--- src/rtl/core/mfbre_pkg.sv ---
// ----------------------------------------------------------------------------
// mfbre_pkg
// shared types, codes and constants of the frame store raster engine
// ----------------------------------------------------------------------------
package mfbre_pkg;

  localparam int unsigned DefaultRows    = 64;
  localparam int unsigned DefaultColumns = 128;
  localparam int unsigned StoreDepth     = 1024;
  localparam int unsigned StoreAw        = 10;
  localparam int unsigned CmdQueueDepth  = 2;

  typedef enum logic [2:0] {
    ActClear  = 3'd0,
    ActPixel  = 3'd1,
    ActLine   = 3'd2,
    ActRing   = 3'd3,
    ActDisk   = 3'd4,
    ActRead   = 3'd5,
    ActSpare6 = 3'd6,
    ActSpare7 = 3'd7
  } action_e;

  typedef struct packed {
    logic [2:0] action;
    logic [5:0] start_row;
    logic [6:0] start_column;
    logic [5:0] end_row;
    logic [6:0] end_column;
    logic [6:0] radius;
  } cmd_t;

  typedef struct packed {
    logic       pixel_value;
    logic [7:0] page_byte;
  } rsp_t;

endpackage

--- src/rtl/core/mfbre_queue.sv ---
// ----------------------------------------------------------------------------
// mfbre_queue
// front end: accepts command words into a short fifo for the drawing engine
// ----------------------------------------------------------------------------
module mfbre_queue #(
  parameter int unsigned Depth = mfbre_pkg::CmdQueueDepth
) (
  input  logic             clk_i,
  input  logic             rst_ni,
  input  logic             in_valid_i,
  output logic             in_stall_o,
  input  mfbre_pkg::cmd_t  in_cmd_i,
  output logic             q_valid_o,
  input  logic             q_pop_i,
  output mfbre_pkg::cmd_t  q_cmd_o
);

  localparam int unsigned Aw = (Depth > 1) ? $clog2(Depth) : 1;

  mfbre_pkg::cmd_t   buf_q [Depth];
  logic [Aw-1:0]     wr_q, rd_q;
  logic [Aw:0]       cnt_q;
  logic              push, pop;

  assign in_stall_o = (cnt_q == (Aw+1)'(Depth));
  assign q_valid_o  = (cnt_q != '0);
  assign q_cmd_o    = buf_q[rd_q];
  assign push       = in_valid_i && !in_stall_o;
  assign pop        = q_pop_i && q_valid_o;

  always_ff @(posedge clk_i) begin
    if (push) begin
      buf_q[wr_q] <= in_cmd_i;
    end
  end

  always_ff @(posedge clk_i or negedge rst_ni) begin
    if (!rst_ni) begin
      wr_q  <= '0;
      rd_q  <= '0;
      cnt_q <= '0;
    end else begin
      if (push) begin
        wr_q <= (wr_q == Aw'(Depth - 1)) ? '0 : wr_q + Aw'(1);
      end
      if (pop) begin
        rd_q <= (rd_q == Aw'(Depth - 1)) ? '0 : rd_q + Aw'(1);
      end
      cnt_q <= cnt_q + (Aw+1)'(push) - (Aw+1)'(pop);
    end
  end

endmodule

--- config.mk ---
export PLATFORM = sky130hd
export DESIGN_NAME = mfbre_queue
export DESIGN_NICKNAME = d
export VERILOG_FILES = /design/src/rtl/core/mfbre_pkg.sv /design/src/rtl/core/mfbre_queue.sv
export SDC_FILE = /design/constraint.sdc
export NUM_CORES = 1
export LEC_CHECK = 0
export BUFFER_PORTS_ARGS = -buffer_cell sky130_fd_sc_hd__buf_4
export CAP_MARGIN = 20
export CORE_ASPECT_RATIO = 1.2
export CORE_MARGIN = 2
export CORE_UTILIZATION = 55
export CTS_BUF_LIST = sky130_fd_sc_hd__clkbuf_2 sky130_fd_sc_hd__clkbuf_4 sky130_fd_sc_hd__clkbuf_8
export CTS_CLUSTER_DIAMETER = 30
export DETAILED_ROUTE_END_ITERATION = 16
export PLACE_DENSITY_LB_ADDON = 0.15
export SLEW_MARGIN = 10
export SYNTH_ARGS = -nofsm -noshare
export SYNTH_HDL_FRONTEND = slang
export SYNTH_SLANG_ARGS = --single-unit
--- constraint.sdc ---
create_clock -name clk_i -period 6.06 [get_ports clk_i]
set_input_delay 1.818 -clock clk_i [delete_from_list [all_inputs] [get_ports clk_i]]
set_output_delay 1.818 -clock clk_i [all_outputs]
set_load 0.02 [all_outputs]
==> summary.md <==
| Metric | Value |
|---|---|
| Status | `complete, no violations` |
| Gr ovfl total | `0` |
| Async set or reset register ratio after synthesis | `0.0526` |
| WL final | `4.57 mm` |
| Net Count, Synth | `172` |
| Multi-input logic area | `618 µm²` |
| RSZ-0062 raised after global routing | `false` |
| Die X | `70.6 µm` |
| Io pins | `78` |
| Vias per inst | `5.08` |
| Synthesized area per cell | `about 22 µm²` |
| Layout cells sized above 1 | `0.603` |
| Gates resized, CTS repair | `0` |
| Clk Latency, worst-skew pair | `0.33 ns` |
| Worst EP arrival | `1.80 ns` |
| Static Leak | `1.52 nW` |
| Max Fanout on Critical Path | `19` |
| Final Hold Fails | `0` |
| EDFF count, synth | `72` |
| CTS hold repair buffers | `0` |
| Total track usage | `0.166` |
| DR iter-0 viols | `92` |
| Prevailing post-synth register cell | `edfxtp_1` |
| Post-CTS setup buffers | `0` |
| Hold Path Class | `register to register` |
| CTS tree | `done` |
| Port bufs | `77` |
| CP Class | `register to output port` |
| Row count | `29` |
| Root Buffer | `clkbuf_8` |
| Clock Sinks | `76` |
| Slowest cell on the critical path | `dfrtp_2` |
| Max rail drop VDD | `0.303 mV` |
| Worst-path cell chain | `buf_12, mux2_4, buf_4` |
| Core area | `5230 µm²` |
| Syn Std Cell Area | `2920 µm²` |
| Worst Max-Slew Pin Slew | `1.03 ns` |
| Family with the most delay on the worst path | `flip-flops` |
| Area grow syn2layout | `28.2%` |
| # fillers | `353` |
| Crit path buf inv count | `2` |
| H-tree depth | `3` |
| Setup crit end kind | `output port` |
| Pwr Density | `495 nW/µm²` |
| Clock-pin slew on the worst setup and hold paths | `0.07 ns` |
| First-pass GRT wire length | `7.19 mm` |
| Die area | `5920 µm²` |
| Clock skew | `approximately 0.0045 ns` |
| Starting Density | `0.560` |
| Storage cell area | `2260 µm²` |
| Final RePlAce weighted congestion | `about 0.73` |
| # DRC | `0` |
| Post-detail-place hpwl | `3.09 mm` |
| Vias | `between 1k and 1.5k` |
| Nets@finish | `257` |
| Count of final max-slew check failures | `0` |
| CP required | `roughly 4.2 ns` |
| Slowest stage delay, CP | `just over 0.7 ns` |
| Highest clock rate | `0.277 GHz` |
| #FFs+latches synth | `76` |
| Final design utilization | `0.718` |
| Max cap viols | `0` |
| Slew headroom | `0.314` |
| Unique masters post-synth | `15` |
| Synthesized instance count | `130` |
| Largest net degree at the start of global routing | `38` |
| Ant diodes | `0` |
| Initial antenna violation count | `0` |
| Synth Warn # | `0` |
| Clock Path Buffers | `2` |
| Startpoint Class | `register` |
| Register area share after synthesis | `0.774` |
| Drt first pass iters | `4` |
| Min Tclk post-route | `approximately 3.6 ns` |
| R2r setup slk | `4.19 ns` |
| TritonCTS buffer count | `9` |
| Total Negative Setup Slacks | `0 ns` |
| Vias in the first global route | `1501` |
| Die height | `83.9 µm` |
| Per-cell routed wire length | `16.3 µm` |
| Crit share post-route | `0.597` |
| Final Setup Violations | `0` |
| Post-DRT Antenna Nets | `0` |
==> worst paths after layout <==
path	start	endpoint	cells after the start
max	rd_q$_DFFE_PN0P_	q_cmd_o[12]	3
min	cnt_q[1]$_DFF_PN0_	cnt_q[1]$_DFF_PN0_	1
max reg2reg	cnt_q[0]$_DFF_PN0_	buf_q[0][24]$_DFFE_PP_	3
min reg2reg	cnt_q[1]$_DFF_PN0_	cnt_q[1]$_DFF_PN0_	1
max in group asynchronous	rst_ni	rd_q$_DFFE_PN0P_	1
min in group asynchronous	rst_ni	cnt_q[0]$_DFF_PN0_	1
==> cell type report <==
cell class / instances / area share
sequential: 76 / 0.604
inverter: 2 / 0.00200
timing repair buffer: 78 / 0.159
clock buffer: 12 / 0.0390
multi-input combinational: 48 / 0.165
clock inverter: 3 / 0.0103
tap: 62 / 0.0207
==> worst reg2reg max path: stages (launching register included) <==
cell      delay, ns
dfrtp_1        0.38
nand2b_1       0.15
nand2_1        0.15
nor2_4         0.81
==> per-layer routing <==
| layer | part of all wire | track usage |
|---|---|---|
| met1 | 0.35 | 0.180 |
| met3 | 0.060 | 0.0568 |
| met5 | 0 | 0 |
| met4 | 0.013 | 0.0669 |
| met2 | 0.57 | 0.295 |
==> sequential cells by signal, summed over array words and instances (netlist names) <==
signal and count:
rd_q 1, buf_q 72, cnt_q 2, wr_q 1
==> synth_stat cells, drive strengths merged, types with 2 or more instances <==
cell type | count | area [µm²]
edfxtp | 72 | 2160
mux2 | 36 | 514
buf | 4 | 45.0
dfrtp | 4 | 100
xnor2 | 3 | 26.3
ha | 2 | 25.0
inv | 2 | 7.51
==> layout by cell type, fill, tap and decap left out, drive strengths merged <==
cell,n
xnor2,3
buf,78
nor2,1
dfrtp,4
bufinv,1
edfxtp,72
ha,2
or2,1
nand2b,1
nand2,1
mux2,36
xor2,1
clkinv,2
inv,2
and2,1
clkbuf,12
and3,1
==> logic make-up after synthesis <==
family	Yosys count	synth area share
XOR/XNOR	4	0.0120
adder cells (fa/ha/maj)	2	0.00856
buffers and inverters	6	0.0180
flip-flops	76	0.774
multiplexers	36	0.176
AND/OR/NAND/NOR	6	0.0120
==> metrics by stage <==
step | worst slack (ns) | instances | hold WS [ns] | cell area [µm²] | power [mW]
global placement | 2.61 | 265 | 0.482 | 3540 | 1.48
floorplan | 2.20 | 130 | 0.460 | 2920 | 1.27
CTS | 2.20 | 280 | 0.511 | 3730 | 1.87
finish | 2.44 | 281 | 0.507 | 3750 | 1.86
global route | 2.37 | 281 | 0.541 | 3750 | 1.94
detailed placement | 2.56 | 265 | 0.497 | 3540 | 1.51
==> power by group <==
| part | internal [mW] | switching, mW | leakage (nW) |
|---|---|---|---|
| clock network | 0.200 | 0.158 | 0.0981 |
| registers | 0.723 | 0.0671 | 0.714 |
| logic | 0.361 | 0.346 | 0.703 |
| total | 1.28 | 0.571 | 1.52 |
Note: power is estimated with default switching activity, not from simulation.
